**src/rtl/tct_ram.sv**
```systemverilog
// Generic single-port-write, single-port-read RAM with registered read data.
// No dependencies.
module tct_ram #(
   parameter int WIDTH = 64,
   parameter int DEPTH = 64,
   localparam int ADDR_W = (DEPTH > 1) ? $clog2(DEPTH) : 1
) (
   input  logic              clock,
   input  logic              wr_en,
   input  logic [ADDR_W-1:0] wr_addr,
   input  logic [WIDTH-1:0]  wr_data,
   input  logic              rd_en,
   input  logic [ADDR_W-1:0] rd_addr,
   output logic [WIDTH-1:0]  rd_data
);

   logic [WIDTH-1:0] mem_ff [DEPTH];
   logic [WIDTH-1:0] rd_data_ff;

   // write and registered read
   always_ff @(posedge clock) begin
      if (wr_en) begin
         mem_ff[wr_addr] <= wr_data;
      end
      if (rd_en) begin
         rd_data_ff <= mem_ff[rd_addr];
      end
   end

   assign rd_data = rd_data_ff;

endmodule

```
**config.mk**
```make
export PLATFORM = sky130hd
export DESIGN_NAME = tct_ram
export DESIGN_NICKNAME = d
export VERILOG_FILES = /design/src/rtl/tct_ram.sv
export SDC_FILE = /design/constraint.sdc
export NUM_CORES = 2
export LEC_CHECK = 0
export ABC_CLOCK_PERIOD_IN_PS = 5700
export BUFFER_PORTS_ARGS = -buffer_cell sky130_fd_sc_hd__buf_4
export CELL_PAD_IN_SITES_DETAIL_PLACEMENT = 1
export CELL_PAD_IN_SITES_GLOBAL_PLACEMENT = 1
export CORE_ASPECT_RATIO = 0.5
export CORE_MARGIN = 2
export CORE_UTILIZATION = 35
export CTS_CLUSTER_SIZE = 14
export DETAILED_ROUTE_END_ITERATION = 8
export PLACE_DENSITY_LB_ADDON = 0.2
export SLEW_MARGIN = 10
export SYNTH_ARGS = -nofsm -noshare
export SYNTH_HDL_FRONTEND = slang
export SYNTH_SLANG_ARGS = --single-unit
```
**constraint.sdc**
```tcl
create_clock -name clock -period 5.7 [get_ports clock]
set_clock_uncertainty 0.1 [all_clocks]
set_input_delay 0.285 -clock clock [delete_from_list [all_inputs] [get_ports clock]]
set_output_delay 0.285 -clock clock [all_outputs]
set_load 0.01 [all_outputs]
```
==> Word-level counts from Yosys, hierarchy flattened <==
Memory sizes are Yosys's and may differ from the RTL's. A register that Yosys moved wholly into a read port is not among the register bits.
Index checks and enable logic that the tools add are counted.
{ "totals": {"regBits": 0, "ramBits": 4096, "inputBits": 79, "out_inout_bits": 64, "memories": 1} }
{ "mem_list": {"columns": ["name", "words", "word_bits", "rd", "rd_ports_with_merged_regs", "write_ports", "line", "text"], "rows": [
  ["mem_ff", 64, 64, 1, 1, 1, "17", "logic [WIDTH-1:0] mem_ff [DEPTH];"]
]} }
{ "op_classes": {"n_mux": 2} }
{ "op_table": {"columns": ["op", "count"], "rows": [
  ["1-bit 2-to-1 mux", 2]
]} }

==> Longest topological paths before layout <==
{ "depth": {"ltp_word": 2, "ltp_mapped": 9} }

==> Worst setup path before layout <==
No wires, ideal clock.
{ "synth_path": {"path_kind": "input to register", "from": "input wr_addr[3]", "to": "memory mem_ff[48][0] (enable)", "setup_time_ps": 564, "t_arrival_ps": 5157, "required_time_ps": 5036, "slack_ps": -121, "cell_stages": 4, "n_path_buf": 1, "cell_sequence": "clkbuf_1 nor2b_1 nand4b_1 nor3_1"} }
{ "synth_lines": {"columns": ["item", "line", "text"], "rows": [
  ["start, declared", "10", "input logic [ADDR_W-1:0] wr_addr,"],
  ["end, declared", "17", null]
]} }
No word-level cell before the write port.

==> Worst setup path after layout <==
{ "layout_path": {"from": "input wr_addr[0]", "to": "memory mem_ff[22][40] (enable)"} }
No word-level cell before the write port.

==> impl_metrics.yaml <==
clock_network:
  cts.sinks: 4160
  cts.htree.levels: 5
  clk_latency_ns: 0.95
  cts_made_buffers: 396
  post_cts_resized: 0
  cts_tree: "done"
  clockBufferDepth: 4
  post_cts_buffers: 0
  hold_buffers: 69
  root_buffer: "clkbuf_16"
  clk_pin_slew_ns: 0.07
cells_and_area:
  stdcell_count: 13369
  stdcell_area_um2: 180000
  nets: 7172
  multiInputGateArea_um2: 30800
  fillers: 41173
  regArea_um2: 125000
  area_growth_pct: 15.0
  layout-drive-gt1-share_pct: 28.0
setup_path:
  slowest_delay_ns: 1.03
  path_cells: "dlygate4sd3_1, buf_4, nor2b_1, nand3_1, nor2_4, buf_12"
  required_ns: 6.14
  reg2reg_slack_ns: 3.41
  crit_path_end_kind: "register"
  cp-start-kind: "input port"
  crit_fanout: 38
  rr_startpoint: "mem_ff[51][2]"
  r2r_cells: 4
  r2r-end: "rd_data[2]"
  cp_slowest_cell: "nor2_4"
  worstSetupPathType: "input port to register"
  cp_data_arrival_time_ns: 3.56
yosys:
  syn_area_per_cell_um2: 23.8
  ys_seq_elements: 4160
  synth_warnings: 0
  yosys.cell_types.count: 32
  netlist.area_leader.share_pct: 79.6
  yosysSeqAreaShare_pct: 79.6
  synthCells: 6598
  synth_common_cells: "edfxtp_1, mux4_2, buf_2, a22oi_1, clkbuf_1"
  syn_area_um2: 157000
  synth_top_area_cell: "edfxtp_1"
  async_flop_share_pct: 0
  synth_most_common_cell: "edfxtp_1"
  ys.flop_type: "edfxtp_1"
  synth_nets: 6677
  ys_top_cells_by_area: "edfxtp_1, mux4_2, mux2i_1"
  synth_edf_count: 4160
run_status:
  status: "finished clean"
route:
  met1_length_um: 222000
  wire_per_inst_um: 37.1
  drc: 0
  antenna_left: 0
  drt_iter0_markers: 9788
  num_vias: 76289
  viasPerCell: 5.71
  wl_met2_um: 232000
  totalWireLength_um: 495000
  dr_wl_met3_um: 31000
  first_pass_iters: 5
  maxUsedRoutingLayer: "met5"
global_routing:
  grt.overflow.total: 0
  grt_use_total_pct: 21.5
  antenna_found_initial: 52
  grt_pass1_vias: 77995
  grt_max_degree: 99
  grt_pass1_wl_um: 677000
place:
  dp_slack_ns: 2.03
  hpwlAfterDp_um: 264000
  place_inst: 12576
  port_buffers: 142
  gp_congestion: 0.741
  dpl_cell_area_um2: 167000
timing:
  setup_slack_ns: 2.58
  finalSetupViolations: 0
  relSlewSlack_pct: 19.4
  finalSetupTns_ns: 0
  period_needed_ns: 3.12
  rsz0062_at_grt: "false"
  hold_violations: 0
  fmax_mhz: 321
  slew_violations: 0
  whs_ns: 0.0806
  finalCritPeriodShare_pct: 54.7
  worstMarginPinSlew_ns: 1.21
job:
  max_cap_viol_count: 0
die:
  start_util_pct: 35.2
  core_region_area_um2: 445000
  die_h_um: 478
  die_w_um: 951
  dieArea_um2: 454000
  io_pins: 143
  rows: 173
min_path:
  hold_class: "input port to register"
  worst_hold_startpoint: "wr_en"
  whs_path_depth: 3
  hold_end: "mem_ff[51][16]"
power_and_ir_drop:
  power.density_nw_per_um2: 351
  p_leak_nw: 55.4
  vdd_drop_max_v: 0.000269
-- worst max path at each step --
| stage | from | end | slack (ns) |
|---|---|---|---|
| after floorplan | wr_addr[5] | mem_ff[39][0] | 1.28 |
| after global placement | rd_addr[2] | rd_data[29] | 2.05 |
| after detailed placement | rd_addr[0] | rd_data[21] | 2.03 |
| after CTS | wr_addr[0] | mem_ff[22][40] | 2.71 |
| after global routing | wr_addr[0] | mem_ff[22][40] | 2.61 |
| final | wr_addr[0] | mem_ff[22][40] | 2.58 |
-- cells in the final DEF (no fill, tap or decap), types with 3 or more instances in the layout --
cell,netlist,final
and3_1,64,64
inv_16,0,4
mux4_2,1024,1024
nand2_1,58,53
a211oi_1,63,63
o221ai_1,38,38
nand3_1,45,45
a22oi_1,168,168
nand2_2,0,3
nor2_1,112,47
mux2i_1,135,135
or3_1,29,29
edfxtp_1,4160,4160
a22o_1,88,88
nor2_4,0,65
or2_2,28,28
clkinvlp_4,0,10
clkinv_1,0,96
diode_2,0,13
bufinv_16,0,37
nand2b_2,0,3
clkbuf_1,140,74
a41oi_1,26,26
o22ai_1,83,83
buf_12,0,79
buf_4,34,316
nor2b_1,28,24
nor2b_4,0,3
clkinv_8,0,5
clkinv_2,0,79
clkbuf_16,0,402
a2bb2oi_1,19,19
nand2b_1,11,6
inv_1,19,19
dlygate4sd3_1,0,69
a31oi_1,18,18
-- power breakdown --
part / leakage (nW) / switching (mW) / internal [mW]
Sequential: 37.5 / 0.146 / 33.9
Combinational: 11.8 / 1.92 / 1.13
Clock: 6.12 / 11.7 / 14.6
-- cells by family (layout without fill, tap and decap cells) --
family / count (synthesis) / after routing / synth area share [%]
multiplexers: 1159 / 1159 / 15.6
buffers and inverters: 389 / 1197 / 1.18
flip-flops: 4160 / 4160 / 79.6
other: 0 / 13 / 0
AND/OR/NAND/NOR: 386 / 386 / 1.23
AO/OA/AOI/OAI: 504 / 504 / 2.47
-- registers in the layout (all words and copies together), names as in the netlist --
name     flops
rd_data     64
mem_ff    4096
-- metrics by stage --
stage | util [%] | total power, mW
5_1_grt | 40.5 | 65.1
3_5_place_dp | 37.5 | 37.8
3_3_place_gp | 37.5 | 37.7
4_1_cts | 40.5 | 63.9
6_report | 40.5 | 63.4
2_1_floorplan | - | 36.2
-- layout make-up --
| class | instances | area share [%] |
|---|---|---|
| Sequential cell | 4160 | 69.2 |
| Multi-Input combinational cell | 2049 | 17.1 |
| Clock buffer | 476 | 5.73 |
| Tap cell | 5950 | 4.12 |
| Timing Repair Buffer | 467 | 2.61 |
| Clock inverter | 235 | 1.20 |
| Inverter | 19 | 0.0395 |
| Antenna cell | 13 | 0.0180 |
-- routing by layer --
metal	GRT usage, %	vias to the layer above
li1	-	29573
met1	32.2	43357
met2	33.9	2781
met3	3.06	570
met4	4.28	8
met5	0	-
-- critical path: cells and delay by family --
kind | cells | cell delay, ns
simple gates | 3 | 1.96
buf+inv | 3 | 1.16
Note: power is estimated with default switching activity, not from simulation.
